--- src/sv/gaps_ram.sv ---
// generic ram, one write port and two registered read ports
module gaps_ram #(
  parameter int WIDTH = 8,
  parameter int DEPTH = 16
) (
  input  logic                     clk,
  input  logic                     we,
  input  logic [$clog2(DEPTH)-1:0] waddr,
  input  logic [WIDTH-1:0]         wdata,
  input  logic [$clog2(DEPTH)-1:0] raddr_a,
  output logic [WIDTH-1:0]         rdata_a,
  input  logic [$clog2(DEPTH)-1:0] raddr_b,
  output logic [WIDTH-1:0]         rdata_b
);

  logic [WIDTH-1:0] mem [DEPTH];

  always_ff @(posedge clk) begin
    if (we) mem[waddr] <= wdata;
    rdata_a <= mem[raddr_a];
    rdata_b <= mem[raddr_b];
  end

endmodule

--- config.mk ---
export PLATFORM = sky130hd
export DESIGN_NAME = gaps_ram
export DESIGN_NICKNAME = d
export VERILOG_FILES = /design/src/sv/gaps_ram.sv
export SDC_FILE = /design/constraint.sdc
export NUM_CORES = 1
export LEC_CHECK = 0
export BUFFER_PORTS_ARGS = -buffer_cell sky130_fd_sc_hd__buf_2
export CAP_MARGIN = 20
export CORE_ASPECT_RATIO = 0.8
export CORE_UTILIZATION = 55
export DETAILED_ROUTE_END_ITERATION = 8
export GPL_TIMING_DRIVEN = 0
export PLACE_DENSITY = 0.73
export SLEW_MARGIN = 20
export SYNTH_ARGS = -nofsm -noshare
export SYNTH_HDL_FRONTEND = slang
export SYNTH_SLANG_ARGS = --single-unit
--- constraint.sdc ---
create_clock -name clk -period 3.45 [get_ports clk]
set_input_delay 0 -clock clk [delete_from_list [all_inputs] [get_ports clk]]
set_output_delay 0 -clock clk [all_outputs]
set_load 0.01 [all_outputs]
## After elaboration in Yosys (flattened, before gate mapping)

Memory sizes are Yosys's and may differ from the RTL's. A register that Yosys moved wholly into a read port is not among the register bits.
Cells that the tools add are included.

| cells by class | value |
|---|---|
| add/subtract/negate cells | 0 |
| multipliers | 0 |
| divide/modulo/power cells | 0 |
| $lt $le $gt $ge | 0 |
| eq/ne operators | 0 |
| shifts and indexed selects | 0 |
| multiplexer cells | 2 |
| bitwise logic cells | 0 |
| reductions and logical operators | 0 |

Operators by type and width:

| cell | number |
|---|---|
| two-way mux 1 bit | 2 |

| storage, ports and cells | value |
|---|---|
| register bits | 0 |
| latch bits | 0 |
| memory bits (writable) | 128 |
| ROM bits | 0 |
| bits of input ports | 22 |
| memories | 1 |

Memory list:

| memory | depth | bits a word | read ports | clocked after Yosys merged registers in | write ports | line | RTL |
|---|---|---|---|---|---|---|---|
| mem | 16 | 8 | 2 | 2 | 1 | 16 | `logic [WIDTH-1:0] mem [DEPTH];` |

## Depth between registers and ports, before layout

| logic depth | value |
|---|---|
| depth after elaboration | 2 |
| depth in mapped cells | 5 |
| mapped depth without buffers | 3 |

## Least setup slack after synthesis

OpenSTA, ideal clock, no wires.

| path | value |
|---|---|
| path type | input -> register |
| start | input port waddr[2] |
| end | memory mem[0][0], enable pin |
| setup time | 0.383 ns |
| arrival | 1.110 ns |
| data required time | 3.067 ns |
| setup slack | 1.957 ns |
| cell stages on the path | 2 |
| path buffers | 0 |
| cell sequence | or3b_2 -> nor3_1 |

RTL lines:

| element | line | RTL |
|---|---|---|
| start, declared | 8 | `input logic [$clog2(DEPTH)-1:0] waddr,` |
| end, declared | 16 |  |

No word-level cell before the write port.

## Worst setup path after layout

| path | value |
|---|---|
| start | input port waddr[0] |
| end | memory mem[6][1], enable pin |

No word-level cell before the write port.

==> impl_metrics.py <==
metrics = {
    "timing": {
        "setup_viol": 0,
        "final.setup.tns_ns": 0,
        "slew_viol_final": 0,
        "worst_clock_skew_ns": 0.00726,
        "timing.slew.headroom_pct": 31.4,
        "max_clock_freq_mhz": 591,
        "setup_repair_after_global_routing_missed_its_margin": "false",
        "slew_of_the_pin_with_the_lowest_slew_margin_ns": 1.02,
        "finalHoldViolCount": 0,
        "period_share_pct": 49.0,
        "finalWorstPathRequiredPeriod_ns": 1.69,
    },
    "pwr": {
        "p_total_mw": 4.07,
        "static_power_due_to_leakage_nw": 2.58,
        "vdd_drop_max_mv": 0.577,
        "p_per_area_nw_per_um2": 550,
    },
    "placed_design": {
        "place_hpwl_um": 9410,
        "routabilityCongestion": 0.781,
        "port-buffer-count": 35,
    },
    "routing": {
        "drc": 0,
        "first_iter_violations": 321,
        "detail_route.wirelength_um": 14400,
        "route.detailed.wl_per_inst_um": 27.1,
        "dr_total_vias": 3495,
        "postRouteAntennaNets": 0,
        "drt-vias-per-instance": 6.59,
        "pre_repair_dr_iteration_count": 5,
    },
    "clock_network": {
        "cts_max_level": 4,
        "clock_insertion_delay_worst_skew_ns": 0.43,
        "tritoncts": "yes",
        "number_of_buffers_added_by_the_clock_tree_synthesis_step": 17,
        "cts.sinks": 144,
        "clkTransAtPathRegs_ns": 0.06,
        "clock_root_cell": "sky130_fd_sc_hd__clkbuf_16",
        "cts-root-to-sink-buffers": 2,
        "postCtsResizedCells": 0,
    },
    "grt": {
        "wire_length_of_the_first_global_routing_pass_um": 21100,
        "number_of_global_route_vias_before_repair": 3519,
        "aggregate_global_route_resource_usage_pct": 26.1,
        "pin_count_of_the_biggest_net_entering_global_routing": 17,
        "grt-ovfl-total": 0,
        "number_of_antenna_violations_at_the_first_check_in_global_routing": 0,
    },
    "floorplan": {
        "core_area_um2": 11100,
        "initial_core_util_pct": 57.4,
        "ioPinCount": 38,
        "die_w_um": 122,
        "die_y_um": 98.1,
        "row_count": 34,
        "floorplan.die_area_um2": 12000,
    },
    "final_layout": {
        "antenna_cells_inserted": 0,
        "area.growth.synth_to_final_pct": 16.8,
        "design.final.nets": 395,
        "share_of_cells_above_drive_strength_1_pct": 33.7,
    },
    "synth": {
        "synthesis.area_um2": 6350,
        "synth.ff_latch_count": 144,
        "share_of_the_yosys_chip_area_belonging_to_registers_pct": 65.6,
        "synthCells": 307,
        "yosysWarningCount": 0,
        "syn_avg_cell_area_um2": 20.7,
        "synth.distinct_cells": 20,
        "net_count_synth": 329,
    },
    "setup_path": {
        "critical_path.endpoint_type": "flop",
        "cp_data_arrival_time_ns": 1.74,
        "critical_path.startpoint_type": "primary input",
        "path_class": "primary input to flop",
        "worst-path-max-fanout": 8,
        "required_ns": 3.50,
    },
    "run": {
        "max_cap_violations": 0,
    },
    "min_path": {
        "holdCritPathClass": "primary input to flop",
    },
    "run_status": {
        "outcome": "complete, no violations",
    },
}
## cells in the mapped netlist
cell | instances | area (µm²)
sky130_fd_sc_hd__edfxtp_1 | 128 | 3840
sky130_fd_sc_hd__mux4_2 | 34 | 766
sky130_fd_sc_hd__a22oi_1 | 32 | 240
sky130_fd_sc_hd__mux4_1 | 28 | 736
sky130_fd_sc_hd__nand2_1 | 17 | 63.8
sky130_fd_sc_hd__dfxtp_1 | 16 | 320
sky130_fd_sc_hd__nor2_1 | 14 | 52.6
sky130_fd_sc_hd__buf_2 | 6 | 30.0
sky130_fd_sc_hd__buf_6 | 6 | 67.6
sky130_fd_sc_hd__clkdlybuf4s25_2 | 6 | 60.1
sky130_fd_sc_hd__nor3_1 | 4 | 20.0
sky130_fd_sc_hd__and2_1 | 2 | 12.5
sky130_fd_sc_hd__and2b_1 | 2 | 15.0
sky130_fd_sc_hd__buf_4 | 2 | 15.0
sky130_fd_sc_hd__mux4_4 | 2 | 50.1
sky130_fd_sc_hd__nand2b_1 | 2 | 12.5
sky130_fd_sc_hd__nand3b_1 | 2 | 15.0
sky130_fd_sc_hd__nor2b_1 | 2 | 12.5
sky130_fd_sc_hd__nand3_1 | 1 | 5.00
sky130_fd_sc_hd__or3b_2 | 1 | 8.76
## cells in the final DEF, fill, tap and decap left out, types with 6 or more instances in the layout
master	Yosys	routed
sky130_fd_sc_hd__a22oi_1	32	32
sky130_fd_sc_hd__buf_2	6	41
sky130_fd_sc_hd__buf_6	6	6
sky130_fd_sc_hd__clkbuf_16	0	17
sky130_fd_sc_hd__clkdlybuf4s25_2	6	6
sky130_fd_sc_hd__dfxtp_1	16	16
sky130_fd_sc_hd__dlygate4sd3_1	0	10
sky130_fd_sc_hd__edfxtp_1	128	128
sky130_fd_sc_hd__inv_6	0	7
sky130_fd_sc_hd__mux4_1	28	28
sky130_fd_sc_hd__mux4_2	34	34
sky130_fd_sc_hd__nand2_1	17	17
sky130_fd_sc_hd__nor2_1	14	14
## per-stage QoR
step                cells  setup slack, ns  hold slack [ns]  utilization (%)  cell area [µm²]
floorplan             307             1.96           0.0989                -             6350
global placement      486             1.21            0.386             60.6             6700
detailed placement    488             1.64            0.389             60.9             6740
CTS                   530             1.78           0.0101             67.0             7410
global route          530             1.71           0.0252             67.0             7410
finish                530             1.76           0.0198             67.0             7410
## area by class of cell
type / instances / area [µm²]
clock inverters: 15 / 149
clock buffers: 17 / 425
repair buffers: 47 / 290
well taps: 144 / 180
plain buffers: 20 / 173
flip-flops and latches: 144 / 4160
fillers: 727 / 3650
multi-input cells: 143 / 2030
## cells by family (layout without fill, tap and decap cells)
| logic type | Yosys count | count (layout) | synth area share (%) |
|---|---|---|---|
| AND/OR/NAND/NOR | 47 | 47 | 3.43 |
| multiplexers | 64 | 64 | 24.4 |
| flip-flops | 144 | 144 | 65.6 |
| AO/OA/AOI/OAI | 32 | 32 | 3.79 |
| buffers and inverters | 20 | 99 | 2.72 |
## metal layers
metal  GRT usage, %  wire (µm)  vias up
met5              0          0        -
li1               -          -     1477
met2           40.4       7110      184
met1           36.2       5870     1813
met3           6.54       1120       21
met4           9.85        269        0
## critical path: stages
cell                            delay [ns]
sky130_fd_sc_hd__dlygate4sd3_1        0.53
sky130_fd_sc_hd__buf_2                0.18
sky130_fd_sc_hd__nand2b_1             0.22
sky130_fd_sc_hd__nor2_1               0.80
## registers in the layout, summed over array words and instances, names as in the netlist
name / count
rdata_b: 8
rdata_a: 8
mem: 128
## power breakdown
part	total, mW	internal (mW)	switching, mW	leakage, nW
logic	0.318	0.146	0.172	1.01
registers	1.97	1.95	0.0167	1.29
clock network	1.79	1.01	0.775	0.278
## final timing paths
path	cells after the start	from	slack [ns]	end
setup / recovery	4	waddr[0]	1.76	mem[6][1]$_DFFE_PP_
hold / removal	2	waddr[1]	0.02	mem[12][6]$_DFFE_PP_
setup reg to reg	3	mem[0][4]$_DFFE_PP_	1.98	rdata_a[4]$_DFF_P_
hold reg to reg	3	mem[12][5]$_DFFE_PP_	0.72	rdata_a[5]$_DFF_P_
## what timing repair did
item,4_1_cts,5_1_grt
setup endpoints to repair,0,0
hold buffers,10,0
hold endpoints to repair,129,0
setup buffers,0,0
(Power assumes the default switching activity.)
