<file path="src/sv/gaps_pkg.sv">
// shared types, constants and key compare for the grid path search
package gaps_pkg;

  localparam int COST_W     = 28;
  localparam int CELL_W     = 12;
  localparam int COORD_W    = 6;
  localparam int DIM_W      = 7;
  localparam int WEIGHT_W   = 16;
  localparam int CFG_IDX_W  = 3;
  localparam int CFG_DATA_W = 12;
  localparam int LIN_W      = 2 * DIM_W;

  localparam logic [COST_W-1:0] COST_MAX = '1;
  localparam logic [DIM_W-1:0] DIM_MAX = 7'd64;
  localparam logic [DIM_W-1:0] DIM_MIN = 7'd1;

  localparam logic [CFG_IDX_W-1:0] REG_HEIGHT = 3'd0;
  localparam logic [CFG_IDX_W-1:0] REG_WIDTH  = 3'd1;
  localparam logic [CFG_IDX_W-1:0] REG_START  = 3'd2;
  localparam logic [CFG_IDX_W-1:0] REG_GOAL   = 3'd3;
  localparam logic [CFG_IDX_W-1:0] REG_DIAG   = 3'd4;

  localparam logic [2:0] NB_LAST = 3'd7;

  typedef struct packed {
    logic [COST_W-1:0]  prio;
    logic [COORD_W-1:0] row;
    logic [COORD_W-1:0] col;
  } heap_key_t;

  typedef struct packed {
    logic      push;
    logic      pop;
    logic      clear;
    heap_key_t key;
  } heap_cmd_t;

  typedef struct packed {
    logic      busy;
    heap_key_t top;
  } heap_stat_t;

  typedef struct packed {
    logic              reached;
    logic [CELL_W-1:0] pred;
    logic [COST_W-1:0] cost;
  } node_t;

  typedef enum logic [3:0] {
    S_IDLE, S_QRY, S_SIZE, S_DIV, S_CLEAR, S_INIT, S_LOOP,
    S_GOAL, S_CUR, S_NB, S_RD, S_RELAX, S_RES
  } ctl_state_t;

  typedef enum logic [2:0] {
    H_IDLE, H_UP_RD, H_UP_CMP, H_POP_RD, H_POP_LD, H_DN_RD, H_DN_CMP
  } heap_state_t;

  // row/col order equals row-major cell order inside the grid
  function automatic logic key_less(heap_key_t a, heap_key_t b);
    if (a.prio != b.prio) return a.prio < b.prio;
    return {a.row, a.col} < {b.row, b.col};
  endfunction

endpackage

</file>
<file path="src/sv/gaps_divider.sv">
// serial restoring divider, cell index by grid width, one bit per cycle
module gaps_divider (
  input  logic                       clk,
  input  logic                       rst,
  input  logic                       start,
  input  logic [gaps_pkg::CELL_W-1:0] dividend,
  input  logic [gaps_pkg::DIM_W-1:0]  divisor,
  output logic                       busy,
  output logic [gaps_pkg::CELL_W-1:0] quotient,
  output logic [gaps_pkg::DIM_W-1:0]  remainder
);
  import gaps_pkg::*;

  localparam int STEP_W = $clog2(CELL_W + 1);

  logic [STEP_W-1:0] steps;
  logic [DIM_W:0]    trial;

  always_comb trial = {remainder, quotient[CELL_W-1]};

  always_ff @(posedge clk) begin
    if (rst) begin
      busy  <= 1'b0;
      steps <= '0;
    end else if (start) begin
      busy      <= 1'b1;
      steps     <= STEP_W'(CELL_W);
      remainder <= '0;
      quotient  <= dividend;
    end else if (busy) begin
      if (trial >= {1'b0, divisor}) begin
        remainder <= DIM_W'(trial - {1'b0, divisor});
        quotient  <= {quotient[CELL_W-2:0], 1'b1};
      end else begin
        remainder <= DIM_W'(trial);
        quotient  <= {quotient[CELL_W-2:0], 1'b0};
      end
      steps <= steps - STEP_W'(1);
      if (steps == STEP_W'(1)) busy <= 1'b0;
    end
  end

endmodule

</file>
<file path="config.mk">
export PLATFORM = sky130hd
export DESIGN_NAME = gaps_divider
export DESIGN_NICKNAME = d
export VERILOG_FILES = /design/src/sv/gaps_pkg.sv /design/src/sv/gaps_divider.sv
export SDC_FILE = /design/constraint.sdc
export NUM_CORES = 1
export LEC_CHECK = 0
export ABC_CLOCK_PERIOD_IN_PS = 2400
export BUFFER_PORTS_ARGS = -buffer_cell sky130_fd_sc_hd__buf_2
export CORE_MARGIN = 4
export CORE_UTILIZATION = 25
export CTS_CLUSTER_SIZE = 40
export DETAILED_ROUTE_END_ITERATION = 16
export PLACE_DENSITY = 0.49
export RECOVER_POWER = 25
export SLEW_MARGIN = 10
export SYNTH_ARGS = -nofsm -noshare
export SYNTH_HDL_FRONTEND = slang
export SYNTH_SLANG_ARGS = --single-unit
</file>
<file path="constraint.sdc">
create_clock -name clk -period 2.4 [get_ports clk]
set_input_delay 0.12 -clock clk [delete_from_list [all_inputs] [get_ports clk]]
set_output_delay 0.12 -clock clk [all_outputs]
set_load 0.02 [all_outputs]
</file>
# Yosys cells after proc, flatten, opt, wreduce, memory -nomap -nowiden
# Cells that the tools add are included.
word_totals:
  regBits: 24
  inputBits: 22
  elab_cells: 23
  output_inout_bits: 20
classes:
  n_eq_ne: 1
  magnitude_cmp: 1
  mux: 10
  n_bitwise: 1
  n_reduce_logical: 3
  addsub: 2
ops:
  columns: ["operator", "n"]
  rows:
  - ["2-to-1 mux 12 bit", 2]
  - ["2-to-1 mux 7 bit", 2]
  - [">= comparator 8 x 7 -> 1 bit", 1]
  - ["2-to-1 mux 4 bit", 2]
  - ["subtractor 7 bit", 1]
  - ["equality test 4 x 1 -> 1 bit, second input constant", 1]
  - ["2-to-1 mux 1 bit", 4]
  - ["subtractor 4 x 1 -> 4 bit, second input constant", 1]
  - ["AND reduction 2 bit", 1]
  - ["nonzero test 2 bit", 1]
  - ["OR reduction 2 bit", 1]
  - ["NOT 1 bit", 1]

# Logic depth before layout (Yosys ltp)
# Gate-level depths: netlist of the first run.
depth:
  word_depth: 4
  depth_mapped: 8
  depth_no_buf: 8

# Worst setup path before layout of the first run
# No wires, ideal clock.
synth_path:
  path_type: "register to register"
  start: "register quotient[11] in the netlist's numbering"
  end: "register remainder[6] in the netlist's numbering (data pin)"
  n_path_buf: 0
  period_less_slack_ns: 2.162
  path_slack_ns: 0.238
  t_arrival_ns: 2.021
  path_stages_with_launch: 9
  t_required_ns: 2.260
  setup_ns: 0.140
  path_cell_list: "edfxtp_1 -> inv_1 -> ha_1 -> fa_1 -> nand2b_2 -> o2bb2ai_2 -> a31o_4 -> a22o_1 -> a21oi_2"
synth_via:
  elab_chain_len: 3
  elab_cells_between_ends: 4
  classes_between: "add/sub (1); order compare (1); mux (2)"
synth_lines:
  columns: ["element", "line_no", "text"]
  rows:
  - ["start: declaration", "gaps_divider.sv:9", "output logic [gaps_pkg::CELL_W-1:0] quotient,"]
  - ["start signal: assignment", "gaps_divider.sv:29", "quotient <= dividend;"]
  - ["start signal: assignment", "gaps_divider.sv:33", "quotient <= {quotient[CELL_W-2:0], 1'b1};"]
  - ["start signal: assignment", "gaps_divider.sv:36", "quotient <= {quotient[CELL_W-2:0], 1'b0};"]
  - ["subtractor 7 bit / >= comparator 8 x 7 -> 1 bit (equally long branches)", "gaps_divider.sv:32, gaps_divider.sv:31", null]
  - ["2-to-1 mux 7 bit *", "gaps_divider.sv:31", "if (trial >= {1'b0, divisor}) begin"]
  - ["2-to-1 mux 7 bit *", "gaps_divider.sv:30", "end else if (busy) begin"]
  - ["end signal: assignment", "gaps_divider.sv:32", "remainder <= DIM_W'(trial - {1'b0, divisor});"]
  - ["end signal: assignment", "gaps_divider.sv:35", "remainder <= DIM_W'(trial);"]
  - ["end: declaration", "gaps_divider.sv:10", "output logic [gaps_pkg::DIM_W-1:0] remainder"]
# Mark *: on every way between the ends. The rest lies on a longest branch, timed or not. The select of a mux whose other input is x is not followed.
# A chain may end at the register's enable or synchronous reset.

# Worst setup path after layout of the first run
layout_path:
  start: "register quotient[11] in the netlist's numbering"
  end: "register remainder[1] in the netlist's numbering (data pin)"
# Same word-level chain as after synthesis.

==> flow_summary.ini, run 1 <==
[worst_setup_path]
crit_path_start_kind = register
crit_arrival_ns = 2.25
critical_path_buf_inv_count = 1
rrSetupSlack_ns = 0.25
worstPathRequired_ns = 2.49
reg2reg_to = remainder[1]$_SDFFCE_PP0P_
r2r_cells = 8
critPathCaptureType = register
crit_fanout = 6
worstSetupPathType = reg -> reg
worstSetupStartpoint = quotient[11]$_DFFE_PP_
path_depth = 8
worstSetupEndpoint = remainder[1]$_SDFFCE_PP0P_
path_cells = inv_1 -> ha_1 -> fa_1 -> nand2b_2 -> o2bb2ai_2 -> a31oi_2 -> nor3_1 -> a211oi_1
critPathTopFamily = compound AO/OA/AOI/OAI gates
cp_slowest_cell = fa_1
reg2reg_from = quotient[11]$_DFFE_PP_
cpPeakStageDelay_ns = 0.40

[logic_synthesis]
syn-num-nets = 160
synth-seq-area-share_pct = 46.45
async_flop_share_pct = 0
synth-seq-cells = 24
avgSynthCellArea_um2 = 11.28
synth_edf_count = 19
netlist_area_um2 = 1444
syn_inst = 128
ys_types = 36
synthFlopType = edfxtp_1
ys.warnings.count = 0

[global_routing]
grt_max_degree = 26
grt.overflow.total = 0
first_global_vias = 1090
grt_use_total_pct = 9.222
grt_pass1_wl_um = 5299
antenna_found_initial = 0

[timing]
slew_headroom_pct = 65.13
hold_viol_final = 0
rsz0062_at_grt = false
timing.fmax_mhz = 464.3
worst_pin_slew_ns = 0.5230
slew_viol_final = 0
clock_skew_ns = 0.003480
final-setup-viol-count = 0
fin_setup_tns_ns = 0
period_needed_ns = 2.154
period_share_pct = 89.74

[finish]
drive_above_1_share_pct = 36.63
nNetsFinal = 205
utilization_pct = 32.38
layout_commonest_cell = buf_2
syn_to_final_growth_pct = 24.26
final_cell_mix = buf_2, edfxtp_1, mux2_2
insertedDiodeCount = 0
finalNonFillerCells = 244

[detailed_routing]
finalWirelength_um = 3098
dr.first_iter.drc_count = 36
ant_nets = 0
dr.pass1.iters = 4
viasPerCell = 4.496
vias = 1097
remaining_drc_errors = 0
wl_per_cell_um = 12.70

[clocking]
clockBufferDepth = 2
cts_hold_buffers = 0
cts_root_buffer = clkbuf_8
cts_made_buffers = 3
clk_latency_ns = 0.27
cts_tree = yes
cts_resized = 0
clkSinkCount = 24
htree_num_levels = 1
path_clk_slew_ns = 0.09
post_cts_buffers = 0

[place]
place_congestion = 0.7742
dp_hpwl_um = 2453
portBuffers = 41
placed_cells = 240

[floorplan]
die-area_um2 = 7055
die_width_um = 84.00
std_cell_rows = 27
coreArea_um2 = 5540
num_io_pins = 42
start_util_pct = 26.06
die_h_um = 84.00

[pwr]
p_total_mw = 1.177
p_per_area_nw_per_um2 = 655.8
leakage_nw = 0.7256
peakVddDrop_uv = 236.3

[hold_path]
hp-class = in -> reg

[flow_run]
maxCapViolations = 0

[outcome]
status = complete, no violations
-- stage by stage --
step / area (µm²) / hold WS, ns / worst slack (ns)
detailed placement: 1727 / 0.3767 / 0.2290
CTS: 1798 / 0.08218 / 0.2142
floorplan: 1444 / 0.1924 / 0.2382
global placement: 1727 / 0.3765 / 0.3220
global route: 1794 / 0.1003 / 0.02999
finish: 1794 / 0.07885 / 0.2463
-- cell families (layout without fill, tap and decap cells) --
logic type               after synthesis  count (layout)  synth area share [%]
AO/OA/AOI/OAI                         27              27                 13.86
XOR/XNOR                               5               5                 3.033
buffers and inverters                 15              59                 5.025
flip-flops                            24              24                 46.45
adder cells (fa/ha/maj)               10              10                 9.186
multiplexers                          14              14                 10.83
AND/OR/NAND/NOR                       33              33                 11.61
-- Yosys cell counts, types with 2 or more instances --
library cell   n  area [µm²]
edfxtp_1      19       570.6
dfxtp_1        5       100.1
a211oi_1       2       15.01
o21ai_0        5       25.02
nor4b_1        2       17.52
nor3_1         8       40.04
buf_6          2       22.52
o21a_1         2       15.01
nor2b_1        2       12.51
ha_1           9       112.6
mux2_2        13       146.4
a21oi_1        7       35.03
nor2_1        11       41.29
inv_1         12       45.04
nand3_1        5       25.02
xnor2_1        4       35.03
-- power by group --
part           switching, mW  internal [mW]
clock network          0.136          0.223
registers             0.0235          0.490
logic                  0.170          0.134
total                  0.329          0.847
-- final cells by class --
cell class                 instances  area [µm²]
fill                             603        3746
clock buffer                       3       41.29
inverter                          12       45.04
sequential                        24       670.6
clock inverter                     1       30.03
tap                               72       90.09
multi-input combinational         89       700.7
timing repair buffer              43       216.5
-- worst min path at each step --
stage                     from                     to  cells after the start
after CTS                  rst  steps[3]$_SDFFE_PP0N_                      2
after global placement     rst  steps[2]$_SDFFE_PP0N_                      2
after detailed placement   rst  steps[0]$_SDFFE_PP0P_                      2
after global routing       rst  steps[3]$_SDFFE_PP0N_                      2
final                      rst  steps[3]$_SDFFE_PP0N_                      2
after floorplan            rst  steps[2]$_SDFFE_PP0N_                      1
-- flip-flops by register name, summed over array words and instances, names as in the netlist --
name,cells
remainder,7
steps,4
quotient,12
busy,1
-- metal layers --
metal / GRT usage [%] / routed length [µm] / up-vias
met1: 12.01 / 1495 / 503
met4: 3.509 / 45 / 0
li1: - / - / 558
met2: 13.81 / 1301 / 32
met3: 3.455 / 256 / 4
met5: 0 / 0 / -
-- worst reg2reg max path, cell delays in order (launching register included) --
cell and delay (ns):
edfxtp_1 0.37, inv_1 0.05, ha_1 0.20, fa_1 0.40, nand2b_2 0.21, o2bb2ai_2 0.15, a31oi_2 0.26, nor3_1 0.09
a211oi_1 0.25
(Power assumes the default switching activity.)
==> run 2: changes to the inputs <==
==> constraint.sdc (replaced) <==
create_clock -name clk -period 2.4 [get_ports clk]
set_input_delay 0 -clock clk [delete_from_list [all_inputs] [get_ports clk]]
set_output_delay 0 -clock clk [all_outputs]
set_load 0.02 [all_outputs]
==> flow_summary.ini, run 2 (synthesis results as in run 1) <==
[clocking]
cts_resized = 0
post_cts_buffers = 0
clk_latency_ns = 0.27
cts_root_buffer = clkbuf_8
clockBufferDepth = 2
cts_tree = yes
cts_hold_buffers = 1
path_clk_slew_ns = 0.09
htree_num_levels = 1
clkSinkCount = 24
cts_made_buffers = 3

[timing]
fin_setup_tns_ns = 0
clock_skew_ns = 0.003859
period_needed_ns = 2.158
timing.fmax_mhz = 463.5
slew_headroom_pct = 65.04
rsz0062_at_grt = false
final-setup-viol-count = 0
period_share_pct = 89.90
slew_viol_final = 0
hold_viol_final = 0
worst_pin_slew_ns = 0.5244

[global_routing]
grt_pass1_wl_um = 5319
busiest_layer = met2
use_met3_pct = 3.356
met1_usage_pct = 12.07
grt.overflow.total = 0
grt_use_total_pct = 9.242
grt_util_met2_pct = 13.88
first_global_vias = 1092
grt_max_degree = 26
antenna_found_initial = 0

[flow_run]
maxCapViolations = 0

[detailed_routing]
vias = 1107
remaining_drc_errors = 0
dr.pass1.iters = 4
dr.first_iter.drc_count = 32
ant_nets = 0
viasPerCell = 4.518
finalWirelength_um = 3097
wl_per_cell_um = 12.64

[worst_setup_path]
crit_arrival_ns = 2.25
cp_slowest_cell = fa_1
critPathTopFamily = compound AO/OA/AOI/OAI gates
path_cells = inv_1 -> ha_1 -> fa_1 -> nand2b_2 -> o2bb2ai_2 -> a31oi_2 -> nor3_1 -> a211oi_1
cpPeakStageDelay_ns = 0.40
crit_path_start_kind = register
critPathCaptureType = register
worstSetupStartpoint = quotient[11]$_DFFE_PP_
critical_path_buf_inv_count = 1
worstPathRequired_ns = 2.49
reg2reg_from = quotient[11]$_DFFE_PP_
crit_fanout = 6
worstSetupPathType = reg -> reg

[floorplan]
die-area_um2 = 7055
die_h_um = 84.00
die_width_um = 84.00
num_io_pins = 42
coreArea_um2 = 5540
std_cell_rows = 27
start_util_pct = 26.06

[finish]
reg_top3 = quotient (12), remainder (7), steps (4)
drive_above_1_share_pct = 30.06
nNetsFinal = 206
insertedDiodeCount = 0
syn_to_final_growth_pct = 24.00
top_register = quotient
largest_reg_flops = 12
fillers = 604
layout_commonest_cell = buf_2
final_cell_mix = buf_2, edfxtp_1, clkbuf_1

[pwr]
p_per_area_nw_per_um2 = 655.8
p_total_mw = 1.174
leakage_nw = 0.6991
peakVddDrop_uv = 234.8

[place]
portBuffers = 41
place_congestion = 0.7742
dp_hpwl_um = 2453

[outcome]
status = complete, no violations

[hold_path]
hold_path_startpoint = dividend[11]
hp-class = in -> reg
[run 2: power by group]
group | total (mW) | internal, mW | switching, mW
combinational | 0.302 | 0.131 | 0.171
clock | 0.358 | 0.223 | 0.135
sequential | 0.514 | 0.491 | 0.0238
[run 2: area by class of cell]
type,count,area (µm²),area share (%)
sequential,24,670.6,37.46
tap,72,90.09,5.031
clock inverter,1,30.03,1.677
timing repair buffer,44,212.7,11.88
inverter,12,45.04,2.516
clock buffer,3,41.29,2.306
multi-input combinational,89,700.7,39.13
[run 2: path summary, 6_finish.rpt]
path              depth (start not counted)                    endpoint  slack [ns]
hold reg to reg                           2       steps[1]$_SDFFE_PP0P_        0.51
setup reg to reg                          8  remainder[1]$_SDFFCE_PP0P_        0.24
hold / removal                            2      quotient[11]$_DFFE_PP_        0.03
setup / recovery                          8  remainder[1]$_SDFFCE_PP0P_        0.24
[run 2: stage by stage]
stage          instance area, µm²  hold WS (ns)  util (%)  std cells  worst slack (ns)
6_report                     1790       0.02646     32.32        245            0.2424
5_1_grt                      1790       0.01746     32.32        245           0.02782
4_1_cts                      1808       0.02072     32.63        245            0.2142
3_5_place_dp                 1727        0.2567     31.17        240            0.2290
3_3_place_gp                 1727        0.2565     31.17        240            0.3220
2_1_floorplan                1444       0.07238         -        128            0.2382
[run 2: per-layer routing]
| layer | share of wire (%) | vias to the layer above |
|---|---|---|
| li1 | - | 560 |
| met1 | 49 | 507 |
| met2 | 42 | 36 |
| met3 | 7.9 | 4 |
| met4 | 1.5 | 0 |
| met5 | 0 | - |
